--- src/rtl/apm_pkg.sv ---
package apm_pkg;

	// field and register widths
	localparam int SAMPLE_W   = 12;
	localparam int CFG_W      = 13;
	localparam int PAGE_LEN_W = 13;
	localparam int REF_W      = 13;
	localparam int FS_W       = 12;
	localparam int MV_W       = 16;
	localparam int PROD_W     = REF_W + SAMPLE_W;
	localparam int STEP_W     = 5;
	localparam int CFG_IDX_W  = 2;

	// converter resolution actually used from the sample field
	localparam int SAMPLE_BITS = 12;
	localparam logic [SAMPLE_W-1:0] SAMPLE_MASK =
		SAMPLE_W'((64'd1 << SAMPLE_BITS) - 64'd1);

	localparam int MAX_PAGE_LENGTH_DEF = 4096;

	// register indexes
	localparam logic [CFG_IDX_W-1:0] REG_PAGE_LENGTH = 2'd0;
	localparam logic [CFG_IDX_W-1:0] REG_REFERENCE_MV = 2'd1;
	localparam logic [CFG_IDX_W-1:0] REG_FULL_SCALE = 2'd2;

	// register reset values
	localparam logic [PAGE_LEN_W-1:0] PAGE_LENGTH_RST = PAGE_LEN_W'(256);
	localparam logic [REF_W-1:0] REFERENCE_MV_RST = REF_W'(3300);
	localparam logic [FS_W-1:0] FULL_SCALE_RST = FS_W'(4095);

	// quotient bits produced per division
	localparam logic [STEP_W-1:0] AVG_STEPS = STEP_W'(SAMPLE_W);
	localparam logic [STEP_W-1:0] MV_STEPS = STEP_W'(MV_W);

	localparam logic [MV_W-1:0] MV_SAT = '1;

	typedef struct packed {
		logic [SAMPLE_W-1:0] sample;
		logic                page_tag;
	} in_item_t;

	typedef struct packed {
		logic                page_tag_out;
		logic [SAMPLE_W-1:0] min_raw;
		logic [SAMPLE_W-1:0] max_raw;
		logic [SAMPLE_W-1:0] avg_raw;
		logic [MV_W-1:0]     millivolts;
	} out_item_t;

	typedef struct packed {
		logic add;
		logic clear;
	} acc_ctrl_t;

	typedef struct packed {
		logic              start;
		logic [STEP_W-1:0] steps;
	} div_cmd_t;

endpackage

--- src/rtl/apm_accum.sv ---
module apm_accum #(
	parameter int MAX_PAGE_LENGTH = apm_pkg::MAX_PAGE_LENGTH_DEF
) (
	input  logic                                      clk,
	input  logic                                      arst_n,
	input  apm_pkg::acc_ctrl_t                        ctrl,
	input  logic [apm_pkg::SAMPLE_W-1:0]              sample,
	input  logic [apm_pkg::FS_W-1:0]                  full_scale,
	output logic [apm_pkg::SAMPLE_W+$clog2(MAX_PAGE_LENGTH+1)-1:0] sum,
	output logic [apm_pkg::SAMPLE_W-1:0]              min_val,
	output logic [apm_pkg::SAMPLE_W-1:0]              max_val,
	output logic [$clog2(MAX_PAGE_LENGTH+1)-1:0]      count
);

	localparam int CNT_W = $clog2(MAX_PAGE_LENGTH + 1);
	localparam int SUM_W = apm_pkg::SAMPLE_W + CNT_W;

	logic [SUM_W-1:0]             sum_q;
	logic [apm_pkg::SAMPLE_W-1:0] min_q;
	logic [apm_pkg::SAMPLE_W-1:0] max_q;
	logic [CNT_W-1:0]             count_q;
	logic [apm_pkg::SAMPLE_W-1:0] fs_ext;

	assign fs_ext = apm_pkg::SAMPLE_W'(full_scale);

	always_ff @(posedge clk or negedge arst_n) begin
		if (!arst_n) begin
			count_q <= '0;
		end else if (ctrl.clear) begin
			count_q <= '0;
		end else if (ctrl.add) begin
			count_q <= count_q + CNT_W'(1);
		end
	end

	// first sample of a page reloads the accumulators
	always_ff @(posedge clk) begin
		if (ctrl.add) begin
			if (count_q == '0) begin
				sum_q <= SUM_W'(sample);
				min_q <= (sample < fs_ext) ? sample : fs_ext;
				max_q <= sample;
			end else begin
				sum_q <= sum_q + SUM_W'(sample);
				if (sample < min_q) begin
					min_q <= sample;
				end
				if (sample > max_q) begin
					max_q <= sample;
				end
			end
		end
	end

	assign sum     = sum_q;
	assign min_val = min_q;
	assign max_val = max_q;
	assign count   = count_q;

endmodule

--- src/rtl/apm_div.sv ---
module apm_div #(
	parameter int DIV_W = 13
) (
	input  logic                         clk,
	input  logic                         arst_n,
	input  apm_pkg::div_cmd_t            cmd,
	input  logic [DIV_W-1:0]             rem_init,
	input  logic [apm_pkg::MV_W-1:0]     low,
	input  logic [DIV_W-1:0]             divisor,
	output logic                         done,
	output logic [apm_pkg::MV_W-1:0]     quot
);

	localparam int MV_W = apm_pkg::MV_W;

	logic                       busy_q;
	logic                       done_q;
	logic [apm_pkg::STEP_W-1:0] cnt_q;
	logic [DIV_W-1:0]           rem_q;
	logic [MV_W-1:0]            low_q;
	logic [DIV_W-1:0]           div_q;
	logic [MV_W-1:0]            quot_q;

	logic [DIV_W:0] trial;
	logic [DIV_W:0] diff;
	logic           fits;

	// one restoring step: shift in next dividend bit, compare, subtract
	assign trial = {rem_q, low_q[MV_W-1]};
	assign fits  = trial >= {1'b0, div_q};
	assign diff  = trial - {1'b0, div_q};

	always_ff @(posedge clk or negedge arst_n) begin
		if (!arst_n) begin
			busy_q <= 1'b0;
			done_q <= 1'b0;
			cnt_q  <= '0;
		end else begin
			done_q <= 1'b0;
			if (cmd.start) begin
				busy_q <= 1'b1;
				cnt_q  <= cmd.steps;
			end else if (busy_q) begin
				cnt_q <= cnt_q - apm_pkg::STEP_W'(1);
				if (cnt_q == apm_pkg::STEP_W'(1)) begin
					busy_q <= 1'b0;
					done_q <= 1'b1;
				end
			end
		end
	end

	always_ff @(posedge clk) begin
		if (cmd.start) begin
			rem_q  <= rem_init;
			low_q  <= low;
			div_q  <= divisor;
			quot_q <= '0;
		end else if (busy_q) begin
			rem_q  <= fits ? diff[DIV_W-1:0] : trial[DIV_W-1:0];
			low_q  <= {low_q[MV_W-2:0], 1'b0};
			quot_q <= {quot_q[MV_W-2:0], fits};
		end
	end

	assign done = done_q;
	assign quot = quot_q;

endmodule

--- src/rtl/adc_page_min_max_average_unit.sv ---
// ADC page statistics.
// Input channel (in_valid / in_stall / in_item): one converter sample with its
// page tag per item. The unit stalls its input while it works on an item.
// Output channel (out_valid / out_stall / out_item): one item per closed page
// with tag, min, max, truncated average and average scaled to millivolts.
// Config: cfg_write / cfg_index / cfg_data; the user must write it only while idle (not enforced).
// Sequence: a sample that does not close its page is accepted, then checked.
// A sample that closes a page goes on through accept, check, the average
// division (12 quotient bits), multiply, saturation check, the millivolt
// division (16 quotient bits) and output load, which waits while the output
// register is held. When the millivolts saturate the second division is skipped.
// Both divisions run one quotient bit per cycle on the same compare/subtract
// unit.
// The result sits in an output register, so a stalled receiver does not hold
// up the next page until a second result is ready to go out.
// Reset: registers return to page length 256, reference 3300 mV, full scale
// 4095; the sample count clears and the output goes empty.
module adc_page_min_max_average_unit #(
	parameter int MAX_PAGE_LENGTH = apm_pkg::MAX_PAGE_LENGTH_DEF
) (
	input  logic                            clk,
	input  logic                            arst_n,
	input  logic                            in_valid,
	output logic                            in_stall,
	input  apm_pkg::in_item_t               in_item,
	output logic                            out_valid,
	input  logic                            out_stall,
	output apm_pkg::out_item_t              out_item,
	input  logic                            cfg_write,
	input  logic [apm_pkg::CFG_IDX_W-1:0]   cfg_index,
	input  logic [apm_pkg::CFG_W-1:0]       cfg_data
);

	localparam int SAMPLE_W = apm_pkg::SAMPLE_W;
	localparam int MV_W     = apm_pkg::MV_W;
	localparam int FS_W     = apm_pkg::FS_W;
	localparam int REF_W    = apm_pkg::REF_W;
	localparam int PROD_W   = apm_pkg::PROD_W;
	localparam int CNT_W    = $clog2(MAX_PAGE_LENGTH + 1);
	localparam int SUM_W    = SAMPLE_W + CNT_W;
	localparam int DIV_W    = (CNT_W > FS_W) ? CNT_W : FS_W;

	// sequencer states
	localparam logic [2:0] ST_IDLE    = 3'd0;
	localparam logic [2:0] ST_CHECK   = 3'd1;
	localparam logic [2:0] ST_DIV_AVG = 3'd2;
	localparam logic [2:0] ST_MUL     = 3'd3;
	localparam logic [2:0] ST_SAT     = 3'd4;
	localparam logic [2:0] ST_DIV_MV  = 3'd5;
	localparam logic [2:0] ST_OUT     = 3'd6;

	logic [2:0] state_q;

	// configuration
	logic [apm_pkg::PAGE_LEN_W-1:0] page_length_q;
	logic [REF_W-1:0]               reference_q;
	logic [FS_W-1:0]                full_scale_q;

	always_ff @(posedge clk or negedge arst_n) begin
		if (!arst_n) begin
			page_length_q <= apm_pkg::PAGE_LENGTH_RST;
			reference_q   <= apm_pkg::REFERENCE_MV_RST;
			full_scale_q  <= apm_pkg::FULL_SCALE_RST;
		end else if (cfg_write) begin
			case (cfg_index)
				apm_pkg::REG_PAGE_LENGTH: page_length_q <= cfg_data;
				apm_pkg::REG_REFERENCE_MV: reference_q <= cfg_data;
				apm_pkg::REG_FULL_SCALE: full_scale_q <= cfg_data[FS_W-1:0];
				default: ;
			endcase
		end
	end

	// page length: zero acts as one, clamp to the supported maximum
	logic [CNT_W-1:0] eff_len;

	always_comb begin
		if (page_length_q == '0) begin
			eff_len = CNT_W'(1);
		end else if (32'(page_length_q) > 32'(MAX_PAGE_LENGTH)) begin
			eff_len = CNT_W'(MAX_PAGE_LENGTH);
		end else begin
			eff_len = CNT_W'(page_length_q);
		end
	end

	// accumulators
	logic               in_accept;
	logic               page_done;
	apm_pkg::acc_ctrl_t acc_ctrl;
	logic [SUM_W-1:0]   acc_sum;
	logic [SAMPLE_W-1:0] acc_min;
	logic [SAMPLE_W-1:0] acc_max;
	logic [CNT_W-1:0]   acc_count;

	assign in_stall  = (state_q != ST_IDLE);
	assign in_accept = in_valid && !in_stall;
	assign page_done = (state_q == ST_CHECK) && (acc_count >= eff_len);

	assign acc_ctrl.add   = in_accept;
	assign acc_ctrl.clear = page_done;

	apm_accum #(
		.MAX_PAGE_LENGTH(MAX_PAGE_LENGTH)
	) u_accum (
		.clk       (clk),
		.arst_n    (arst_n),
		.ctrl      (acc_ctrl),
		.sample    (in_item.sample & apm_pkg::SAMPLE_MASK),
		.full_scale(full_scale_q),
		.sum       (acc_sum),
		.min_val   (acc_min),
		.max_val   (acc_max),
		.count     (acc_count)
	);

	// pending result
	logic                tag_q;
	logic [SAMPLE_W-1:0] min_q;
	logic [SAMPLE_W-1:0] max_q;
	logic [SAMPLE_W-1:0] avg_q;
	logic [PROD_W-1:0]   prod_q;
	logic [MV_W-1:0]     mv_q;

	// saturate when quotient would not fit 16 bits; also covers full scale 0
	logic [FS_W+MV_W-1:0] sat_lim;
	logic                 mv_sat;

	assign sat_lim = {full_scale_q, MV_W'(0)};
	assign mv_sat  = (FS_W + MV_W)'(prod_q) >= sat_lim;

	// shared divider, operands chosen by the sequencer
	apm_pkg::div_cmd_t div_cmd;
	logic [DIV_W-1:0]  div_rem_init;
	logic [MV_W-1:0]   div_low;
	logic [DIV_W-1:0]  div_divisor;
	logic              div_done;
	logic [MV_W-1:0]   div_quot;

	always_comb begin
		div_cmd.start = 1'b0;
		div_cmd.steps = apm_pkg::AVG_STEPS;
		div_rem_init  = DIV_W'(acc_sum >> SAMPLE_W);
		div_low       = {acc_sum[SAMPLE_W-1:0], (MV_W - SAMPLE_W)'(0)};
		div_divisor   = DIV_W'(acc_count);
		if (state_q == ST_SAT) begin
			div_cmd.start = !mv_sat;
			div_cmd.steps = apm_pkg::MV_STEPS;
			div_rem_init  = DIV_W'(prod_q >> MV_W);
			div_low       = prod_q[MV_W-1:0];
			div_divisor   = DIV_W'(full_scale_q);
		end else if (page_done) begin
			div_cmd.start = 1'b1;
		end
	end

	apm_div #(
		.DIV_W(DIV_W)
	) u_div (
		.clk     (clk),
		.arst_n  (arst_n),
		.cmd     (div_cmd),
		.rem_init(div_rem_init),
		.low     (div_low),
		.divisor (div_divisor),
		.done    (div_done),
		.quot    (div_quot)
	);

	// output register
	logic               out_valid_q;
	apm_pkg::out_item_t out_q;
	logic               out_free;

	assign out_free = !out_valid_q || !out_stall;

	// sequencer
	always_ff @(posedge clk or negedge arst_n) begin
		if (!arst_n) begin
			state_q <= ST_IDLE;
		end else begin
			case (state_q)
				ST_IDLE: begin
					if (in_accept) begin
						state_q <= ST_CHECK;
					end
				end
				ST_CHECK: state_q <= page_done ? ST_DIV_AVG : ST_IDLE;
				ST_DIV_AVG: begin
					if (div_done) begin
						state_q <= ST_MUL;
					end
				end
				ST_MUL: state_q <= ST_SAT;
				ST_SAT: state_q <= mv_sat ? ST_OUT : ST_DIV_MV;
				ST_DIV_MV: begin
					if (div_done) begin
						state_q <= ST_OUT;
					end
				end
				ST_OUT: begin
					if (out_free) begin
						state_q <= ST_IDLE;
					end
				end
				default: state_q <= ST_IDLE;
			endcase
		end
	end

	always_ff @(posedge clk) begin
		if (in_accept) begin
			tag_q <= in_item.page_tag;
		end
		if (page_done) begin
			min_q <= acc_min;
			max_q <= acc_max;
		end
		if (state_q == ST_DIV_AVG && div_done) begin
			avg_q <= div_quot[SAMPLE_W-1:0];
		end
		if (state_q == ST_MUL) begin
			prod_q <= PROD_W'(avg_q) * PROD_W'(reference_q);
		end
		if (state_q == ST_SAT && mv_sat) begin
			mv_q <= apm_pkg::MV_SAT;
		end else if (state_q == ST_DIV_MV && div_done) begin
			mv_q <= div_quot;
		end
	end

	always_ff @(posedge clk or negedge arst_n) begin
		if (!arst_n) begin
			out_valid_q <= 1'b0;
		end else if (state_q == ST_OUT && out_free) begin
			out_valid_q <= 1'b1;
		end else if (out_valid_q && !out_stall) begin
			out_valid_q <= 1'b0;
		end
	end

	always_ff @(posedge clk) begin
		if (state_q == ST_OUT && out_free) begin
			out_q.page_tag_out <= tag_q;
			out_q.min_raw      <= min_q;
			out_q.max_raw      <= max_q;
			out_q.avg_raw      <= avg_q;
			out_q.millivolts   <= mv_q;
		end
	end

	assign out_valid = out_valid_q;
	assign out_item  = out_q;

`ifndef SYNTHESIS
	a_div_done_in_div_state: assert property (@(posedge clk) disable iff (!arst_n)
		div_done |-> (state_q == ST_DIV_AVG || state_q == ST_DIV_MV))
		else $error("divider finished outside a division state");

	a_accept_goes_to_check: assert property (@(posedge clk) disable iff (!arst_n)
		in_accept |=> (state_q == ST_CHECK))
		else $error("accepted sample not followed by page check");

	a_count_bounded: assert property (@(posedge clk) disable iff (!arst_n)
		(state_q == ST_CHECK) |-> (acc_count != '0 &&
			32'(acc_count) <= 32'(MAX_PAGE_LENGTH)))
		else $error("sample count out of range at page check");
`endif

endmodule
--- config.mk ---
export PLATFORM = sky130hd
export DESIGN_NAME = adc_page_min_max_average_unit
export DESIGN_NICKNAME = d
export VERILOG_FILES = /design/src/rtl/apm_pkg.sv /design/src/rtl/apm_accum.sv /design/src/rtl/apm_div.sv /design/src/rtl/adc_page_min_max_average_unit.sv
export SDC_FILE = /design/constraint.sdc
export NUM_CORES = 1
export LEC_CHECK = 0
export BUFFER_PORTS_ARGS = -buffer_cell sky130_fd_sc_hd__buf_2
export CAP_MARGIN = 5
export CELL_PAD_IN_SITES_DETAIL_PLACEMENT = 0
export CELL_PAD_IN_SITES_GLOBAL_PLACEMENT = 2
export CORE_AREA = 2 2 207 209
export CTS_CLUSTER_DIAMETER = 50
export CTS_CLUSTER_SIZE = 25
export DETAILED_ROUTE_END_ITERATION = 8
export DIE_AREA = 0 0 209 211
export HOLD_SLACK_MARGIN = 0.15
export PLACE_DENSITY_LB_ADDON = 0.1
export SYNTH_ARGS = -nofsm -noshare
export SYNTH_HDL_FRONTEND = slang
export SYNTH_SLANG_ARGS = --single-unit
--- constraint.sdc ---
create_clock -name clk -period 8.89 [get_ports clk]
set_input_delay 1.778 -clock clk [delete_from_list [all_inputs] [get_ports clk]]
set_output_delay 1.778 -clock clk [all_outputs]
set_load 0.01 [all_outputs]
==> summary.txt, run 1 <==
================================================================================
Die area                                                               44100 um2
Largest net degree at the start of global routing                             66
CTS Root Cell                                                       sky130_fd_sc_hd__clkbuf_16
Worst min-delay path class                                          register to register
Register bit total from synthesis                                            300
Avg Synthesized Cell Area                                               11.1 um2
Starting Density                                                           0.457
Maximum clock path buffer count                                                3
Global-route congestion overflow total                                         0
Area of the mapped netlist                                             19100 um2
Setup clock skew after layout                                          0.0506 ns
Post-CTS setup buffers                                                         0
Clock-pin transition on the worst setup and hold timing paths            0.07 ns
Data arrival at the endpoint of the critical path                        5.97 ns
Diode count                                                                    0
Final setup vio count                                                          0
Final Hold Viols                                                               0
Sequential element share of the synthesized area                           0.440
Number of buffers created by CTS                                              36
Transition time of the tightest slew-check pin                           1.12 ns
Crit path time final                                                     5.70 ns
H-tree depth reported by CTS                                                   2
Total I/O pin count                                                           88
Slew HR                                                                    0.253
Start-to-end type of the worst setup path                           register to register
Number of unique standard cell types used by synthesis                        77
Highest achievable clock rate                                            175 MHz
Average wire length per cell after detail routing                        19.5 um
Net count after synthesis                                                   2014
Worst EP required                                                        9.16 ns
Unrepaired setup endpoints after global routing                            false
Number of antenna violations at the first check in global routing              0
Setup TNS                                                                   0 ns
Clock sink count                                                             300
Initial drt markers                                                          799
Synthesis-to-layout area growth                                            11.7%
Yosys warning total                                                            0
Fraction of final layout cells sized beyond drive strength 1               0.154
Worst IR drop on VDD                                                    0.432 mV
Ratio of final minimum period to clock period                              0.641
MaxCap Viol Count                                                              0
Half-perimeter wire length after placement                               34.3 mm
TritonCTS clock tree                                                        done
Static leakage                                                           9.38 nW
Post-route non-filler standard cell count                                   2361
Drt drc                                                                        0
Number of port buffers                                                        87
Vias in the first global route                                             12900
Number of detailed-routing iterations run before antenna repair                5
Run status                                                          finished, final reports clean
ANT nets after route                                                           0
Wire length of the first global-routing pass                             73.1 mm
Ratio of routed vias to standard cells                                      5.36
Num rows                                                                      75
Aggregate routed wire length                                             46.0 mm
Die boundary width                                                        209 um
Number of vias after detailed routing                                      12700
Cell Pwr Density                                                      398 nW/um2
# resized after CTS                                                            0
Most used DFF post-synth                                            sky130_fd_sc_hd__edfxtp_1
Aggregate global-route resource usage                                      0.216
Async SR Flop Fraction                                                     0.207
Final #Nets                                                                 2088
Synthesized netlist cell count                                              1721
EDFF count, synth                                                            206
Die Ht                                                                    211 um
Count of placed standard cells including taps                               2296
Highest fanout seen on the critical path                                      13
Number of buffers added to fix hold violations after cts                       0
Routability Congestion                                                     0.812
Worst skew pair latency                                                  0.56 ns
Number of pins exceeding their max-slew limit in the final report              0
Core area                                                              41800 um2
Crit end category                                                       register
Nature of the critical path startpoint                                  register
================================================================================
-- power breakdown --
| group | internal (mW) | leakage (nW) | switching [mW] | total (mW) |
|---|---|---|---|---|
| sequential | 2.16 | 2.92 | 0.339 | 2.50 |
| combinational | 1.90 | 5.83 | 2.54 | 4.44 |
| clock | 0.887 | 0.627 | 0.664 | 1.55 |
-- cell usage after synthesis, types with 17 or more instances --
cell type                    n  share of area
sky130_fd_sc_hd__inv_1     229          0.045
sky130_fd_sc_hd__edfxtp_1  206           0.32
sky130_fd_sc_hd__nand2_1   190          0.037
sky130_fd_sc_hd__ha_1      148          0.097
sky130_fd_sc_hd__fa_1      112           0.12
sky130_fd_sc_hd__nor2_1     79          0.016
sky130_fd_sc_hd__and2_1     66          0.022
sky130_fd_sc_hd__mux2_2     60          0.035
sky130_fd_sc_hd__a21oi_1    54          0.014
sky130_fd_sc_hd__clkbuf_1   51          0.010
sky130_fd_sc_hd__o21ai_0    48          0.013
sky130_fd_sc_hd__dfrtp_1    43          0.056
sky130_fd_sc_hd__xnor2_1    36          0.017
sky130_fd_sc_hd__nand3_1    33         0.0086
sky130_fd_sc_hd__dfxtp_1    32          0.034
sky130_fd_sc_hd__a21o_1     26          0.010
sky130_fd_sc_hd__mux2i_1    25          0.013
sky130_fd_sc_hd__a22oi_1    21         0.0083
sky130_fd_sc_hd__dfstp_2    19          0.026
sky130_fd_sc_hd__xor2_1     19         0.0087
sky130_fd_sc_hd__a211oi_1   17         0.0067
sky130_fd_sc_hd__nor2b_1    17         0.0056
-- registers in the layout, indices dropped and copies added, names as in the netlist, 16 cells and up --
| register | cells |
|---|---|
| u_div.quot | 16 |
| out_item | 53 |
| mv_q | 16 |
| u_div.low_q | 16 |
| u_accum.sum | 25 |
| prod_q | 25 |
-- critical path, cell delays in order, from the launching register on --
cell and delay, ns:
sky130_fd_sc_hd__dfstp_2 0.70, sky130_fd_sc_hd__nand2_1 0.12, sky130_fd_sc_hd__fa_1 0.59, sky130_fd_sc_hd__fa_1 0.45
sky130_fd_sc_hd__fa_1 0.50, sky130_fd_sc_hd__inv_1 0.06, sky130_fd_sc_hd__fa_1 0.53, sky130_fd_sc_hd__inv_1 0.05
sky130_fd_sc_hd__fa_1 0.53, sky130_fd_sc_hd__inv_1 0.04, sky130_fd_sc_hd__ha_1 0.23, sky130_fd_sc_hd__or4_1 0.51
sky130_fd_sc_hd__o22ai_1 0.34, sky130_fd_sc_hd__o31ai_1 0.17, sky130_fd_sc_hd__a211o_1 0.30, sky130_fd_sc_hd__a31oi_1 0.22
sky130_fd_sc_hd__xnor2_1 0.09
-- cell type report --
cell class	count	area, um2
Inverter	229	860
Clock buffer	39	965
Timing Repair Buffer	101	541
Tap cell	539	674
Multi-Input combinational cell	1127	9570
Clock inverter	26	312
Fill cell	3796	20400
Sequential cell	300	8400
-- placed cells by master, fill, tap and decap left out, types with 11 or more instances in the layout --
cell / count
sky130_fd_sc_hd__xnor2_1: 36
sky130_fd_sc_hd__o21ai_0: 48
sky130_fd_sc_hd__a211oi_1: 17
sky130_fd_sc_hd__ha_1: 148
sky130_fd_sc_hd__nand4_1: 12
sky130_fd_sc_hd__buf_2: 87
sky130_fd_sc_hd__mux2_2: 60
sky130_fd_sc_hd__o21ai_1: 11
sky130_fd_sc_hd__buf_4: 14
sky130_fd_sc_hd__dfstp_2: 19
sky130_fd_sc_hd__a21oi_1: 53
sky130_fd_sc_hd__mux2i_1: 25
sky130_fd_sc_hd__nand2_1: 190
sky130_fd_sc_hd__nor2b_1: 17
sky130_fd_sc_hd__fa_1: 112
sky130_fd_sc_hd__and2_1: 66
sky130_fd_sc_hd__a21o_1: 26
sky130_fd_sc_hd__nand3_1: 33
sky130_fd_sc_hd__a22oi_1: 21
sky130_fd_sc_hd__inv_6: 12
sky130_fd_sc_hd__inv_1: 229
sky130_fd_sc_hd__o21a_1: 11
sky130_fd_sc_hd__edfxtp_1: 206
sky130_fd_sc_hd__dfxtp_1: 32
sky130_fd_sc_hd__xor2_1: 19
sky130_fd_sc_hd__dfrtp_1: 43
sky130_fd_sc_hd__nor2_1: 79
sky130_fd_sc_hd__clkbuf_16: 38
-- layer usage --
| layer | routed length, um | vias up | global-route usage |
|---|---|---|---|
| met5 | 0 | - | 0 |
| met4 | 1070 | 0 | 0.0667 |
| met3 | 1390 | 62 | 0.0262 |
| met2 | 22800 | 175 | 0.369 |
| met1 | 20700 | 6360 | 0.288 |
| li1 | - | 6061 | - |
-- through the flow --
step | hold slack, ns | power (mW) | util | instance area (um2) | setup WS (ns)
floorplan | 0.400 | 5.87 | - | 19100 | 3.48
global placement | 0.402 | 6.99 | 0.480 | 20000 | 3.29
finish | 0.420 | 8.49 | 0.511 | 21300 | 3.19
detailed placement | 0.405 | 7.01 | 0.480 | 20000 | 3.22
global route | 0.425 | 9.28 | 0.511 | 21300 | 2.95
CTS | 0.421 | 8.60 | 0.511 | 21300 | 3.19
-- cell families (layout without fill, tap and decap cells) --
group	after synthesis	count (layout)	share of synthesized area
adders and majority gates	260	260	0.214
AOI/OAI and AO/OA	260	260	0.0920
buffers and inverters	294	395	0.0606
and+or+nand+nor	467	467	0.119
DFF	300	300	0.440
muxes	85	85	0.0485
xor gates and xnor gates	55	55	0.0252
-- worst paths after layout --
| path | from | to | slack, ns | cells after the start |
|---|---|---|---|---|
| worst max-delay path | reference_q[5] | prod_q[22] | 3.19 | 16 |
| worst min-delay path | min_q[11] | out_item[51] | 0.42 | 0 |
| worst max register to register | reference_q[5] | prod_q[22] | 3.19 | 16 |
| worst min register to register | min_q[11] | out_item[51] | 0.42 | 0 |
| max in group asynchronous | arst_n | u_div.cnt_q[0] | 6.96 | 2 |
| min in group asynchronous | arst_n | u_accum.count[4] | 1.41 | 2 |
(Power assumes the default switching activity.)
==> inputs of run 2 (changes only) <==
--- a/config.mk
+++ b/config.mk
@@ -5,15 +5,16 @@
 export SDC_FILE = /design/constraint.sdc
 export NUM_CORES = 1
 export LEC_CHECK = 0
+export ABC_AREA = 1
 export BUFFER_PORTS_ARGS = -buffer_cell sky130_fd_sc_hd__buf_2
 export CAP_MARGIN = 5
 export CELL_PAD_IN_SITES_DETAIL_PLACEMENT = 0
 export CELL_PAD_IN_SITES_GLOBAL_PLACEMENT = 2
-export CORE_AREA = 2 2 207 209
+export CORE_AREA = 2 2 239 241
 export CTS_CLUSTER_DIAMETER = 50
 export CTS_CLUSTER_SIZE = 25
 export DETAILED_ROUTE_END_ITERATION = 8
-export DIE_AREA = 0 0 209 211
+export DIE_AREA = 0 0 241 243
 export HOLD_SLACK_MARGIN = 0.15
 export PLACE_DENSITY_LB_ADDON = 0.1
 export SYNTH_ARGS = -nofsm -noshare
==> constraint.sdc (replaced) <==
create_clock -name clk -period 5.2 [get_ports clk]
set_input_delay 1.04 -clock clk [delete_from_list [all_inputs] [get_ports clk]]
set_output_delay 1.04 -clock clk [all_outputs]
set_load 0.01 [all_outputs]
==> summary.txt, run 2 <==
================================================================================
Transition time of the tightest slew-check pin                           1.10 ns   -0.0243 ns
Count of placed standard cells including taps                               3098   +35%
MaxCap Viol Count                                                              0   unchanged
Commonest non-fill, non-tap cells in the layout                     sky130_fd_sc_hd__nand2_1 (613), sky130_fd_sc_hd__inv_1 (403), sky130_fd_sc_hd__edfxtp_1 (206)
Highest achievable clock rate                                            199 MHz   +13%
TritonCTS clock tree                                                        done
Final #Nets                                                                 2698   +29%
Synthesized netlist cell count                                              2262   +31%
Avg Synthesized Cell Area                                               8.81 um2   -21%
Worst min-delay path class                                          primary input to async pin
Number of unique standard cell types used by synthesis                        47   -39%
Max reg flops                                                                 53   unchanged
Setup clock skew after layout                                          0.0168 ns   -0.0338 ns
Cell Pwr Density                                                      613 nW/um2   +54%
Post-route non-filler standard cell count                                   3201   +36%
Fraction of final layout cells sized beyond drive strength 1               0.126   -0.0281
Die area                                                               58600 um2   +33%
EDFF count, synth                                                            206   unchanged
Number of port buffers                                                        87   unchanged
Most frequent cell after synthesis                                  sky130_fd_sc_hd__nand2_1
Clock-pin transition on the worst setup and hold timing paths            0.05 ns   -0.02 ns
Static leakage                                                           11.2 nW   +20%
Core area                                                              56000 um2   +34%
Highest fanout seen on the critical path                                      11   -2
Clock sink count                                                             300   unchanged
Ratio of final minimum period to clock period                              0.967   +0.326
Post-layout worst setup margin                                          0.172 ns   -3.02 ns
Critical path buffers and inverters                                            3   unchanged
Drt drc                                                                        0   unchanged
Number of vias after detailed routing                                      15200   +20%
Number of buffers added to fix hold violations after cts                       0   unchanged
List of cells traversed by the critical path                        nand2_1 -> fa_1 -> fa_1 -> fa_1 -> inv_1 -> fa_1 -> inv_1 -> fa_1 -> inv_1 -> ha_2 -> nand2_1 -> o21ai_0 -> nand2_1 -> nand2_1 -> a21oi_1 -> xnor2_1
Yosys warning total                                                            0   unchanged
Most numerous cell types in the synthesized netlist                 sky130_fd_sc_hd__nand2_1 (613), sky130_fd_sc_hd__inv_1 (404), sky130_fd_sc_hd__edfxtp_1 (206)
CP max-delay cell                                                   sky130_fd_sc_hd__dfstp_4
Global-route congestion overflow total                                         0   unchanged
Number of detailed-routing iterations run before antenna repair                5   unchanged
Die boundary width                                                        241 um   +15%
Vias in the first global route                                             15600   +22%
Wire length of the first global-routing pass                             88.9 mm   +22%
Async SR Flop Fraction                                                     0.207   unchanged
Half-perimeter wire length after placement                               44.6 mm   +30%
Setup TNS                                                                   0 ns   unchanged
Die Ht                                                                    243 um   +15%
Starting Density                                                           0.356   -0.101
Total I/O pin count                                                           88   unchanged
Diode count                                                                    0   unchanged
CTS Root Cell                                                       sky130_fd_sc_hd__clkbuf_16
Register bit total from synthesis                                            300   unchanged
Cell taking the most area after synthesis                           sky130_fd_sc_hd__edfxtp_1
Aggregate routed wire length                                             57.1 mm   +24%
Number of buffers created by CTS                                              49   +36%
Data arrival at the endpoint of the critical path                        5.36 ns   -0.61 ns
Crit path time final                                                     5.03 ns   -0.674 ns
Largest net degree at the start of global routing                             53   -20%
Worst skew pair latency                                                  0.59 ns   +0.03 ns
H-tree depth reported by CTS                                                   2   unchanged
Num rows                                                                      87   +16%
Average wire length per cell after detail routing                        17.9 um   -8.3%
Run status                                                          finished, final reports clean
Ratio of routed vias to standard cells                                      4.76   -11%
Setup slack after placement                                            0.0814 ns   -3.14 ns
Area contributors post-synth                                        sky130_fd_sc_hd__edfxtp_1 (31%), sky130_fd_sc_hd__nand2_1 (12%), sky130_fd_sc_hd__fa_1 (11%)
Area of the mapped netlist                                             19900 um2   +4.3%
Maximum clock path buffer count                                                3   unchanged
Crit end category                                                       register
Delay contributed by the slowest stage of the critical path              0.70 ns   about the same
Initial drt markers                                                          856   +7.1%
Final setup vio count                                                          0   unchanged
Number of pins exceeding their max-slew limit in the final report              0   unchanged
Worst IR drop on VDD                                                    0.303 mV   -30%
Routability Congestion                                                     0.850   +4.6%
Final Hold Viols                                                               0   unchanged
Nature of the critical path startpoint                                  register
Cell occurring most often along the worst timing path               sky130_fd_sc_hd__fa_1
Net count after synthesis                                                   2555   +27%
Slew HR                                                                    0.269   +0.0162
Number of antenna violations at the first check in global routing              4   +4
Leading cell type in the layout, fill and taps excluded             sky130_fd_sc_hd__nand2_1
Start-to-end type of the worst setup path                           register to register
Synthesis-to-layout area growth                                            16.9%
Most used DFF post-synth                                            sky130_fd_sc_hd__edfxtp_1
ANT nets after route                                                           0   unchanged
Worst EP required                                                        5.53 ns   -3.63 ns
Aggregate global-route resource usage                                      0.198   -0.0175
Area share of the largest cell type after synthesis                        0.310   -0.0134
CP delay by family, top                                              adder cells
Sequential element share of the synthesized area                           0.422   -0.0183
================================================================================
## run 2: cell types whose count changed after synthesis, sizes merged, moves of 34 or more
cell   previous run  this run
and2             66         1
nand2           190       616
inv             229       414
nand3            33       128
mux2             60         0
a21oi            54       116
nor2             80       118
o21ai            69       103
## run 2: layout make-up
cell class	instances	area, um2
Sequential cell	300	8410
Multi-Input combinational cell	1487	9760
Timing Repair Buffer	151	928
Clock inverter	35	402
Tap cell	756	946
Clock buffer	56	1280
Fill cell	5668	32700
Inverter	416	1560
## run 2: cell families after synthesis
group | after synthesis | share of synthesized area
buffers and inverters | 475 | 0.0916
flip-flops | 300 | 0.422
XOR/XNOR | 31 | 0.0136
AND/OR/NAND/NOR | 949 | 0.202
adder cells (fa/ha/maj) | 260 | 0.205
AO/OA/AOI/OAI | 247 | 0.0656
## run 2: timing repair
action                                  CTS  global route
buffers inserted                          0            12
resized for setup                         0            19
endpoints found under the setup margin    0            11
## run 2: metal layers
metal	routed length, um	global-route usage	up-vias	part of all wire
met5	0	0	-	0
met4	1640	0.0619	0	0.029
met3	1970	0.0247	89	0.034
met2	28900	0.352	259	0.51
met1	24600	0.249	7324	0.43
li1	-	-	7568	-
## run 2: stage by stage
stage / power, mW / util / hold WS [ns] / instance area [um2]
floorplan: 8.73 / - / 0.400 / 19900
global placement: 10.9 / 0.383 / 0.400 / 21400
detailed placement: 10.9 / 0.383 / 0.406 / 21400
CTS: 14.3 / 0.413 / 0.308 / 23100
global route: 15.6 / 0.416 / 0.334 / 23300
finish: 14.3 / 0.416 / 0.338 / 23300
## run 2: final timing paths
check	cells past startpoint	slack, ns	from	end
min in group clk	0	0.42	max_q[4]	out_item[32]
setup / recovery	16	0.17	reference_q[5]	prod_q[16]
hold / removal	1	0.34	arst_n	reference_q[9]
max in group asynchronous	2	3.79	arst_n	reference_q[1]
hold reg to reg	0	0.42	max_q[4]	out_item[32]
setup reg to reg	16	0.17	reference_q[5]	prod_q[16]
## run 2: report_power, final
part	internal [mW]	switching (mW)
clock network	1.95	1.37
logic	2.54	4.39
registers	3.55	0.478
## run 2: worst reg2reg max path, cell delays in order (launching register included)
cell and delay (ns):
sky130_fd_sc_hd__dfstp_4 0.70, sky130_fd_sc_hd__nand2_1 0.11, sky130_fd_sc_hd__fa_1 0.60, sky130_fd_sc_hd__fa_1 0.44, sky130_fd_sc_hd__fa_1 0.50, sky130_fd_sc_hd__inv_1 0.06, sky130_fd_sc_hd__fa_1 0.52, sky130_fd_sc_hd__inv_1 0.05
sky130_fd_sc_hd__fa_1 0.52, sky130_fd_sc_hd__inv_1 0.04, sky130_fd_sc_hd__ha_2 0.36, sky130_fd_sc_hd__nand2_1 0.14, sky130_fd_sc_hd__o21ai_0 0.33, sky130_fd_sc_hd__nand2_1 0.09, sky130_fd_sc_hd__nand2_1 0.10, sky130_fd_sc_hd__a21oi_1 0.06
sky130_fd_sc_hd__xnor2_1 0.14
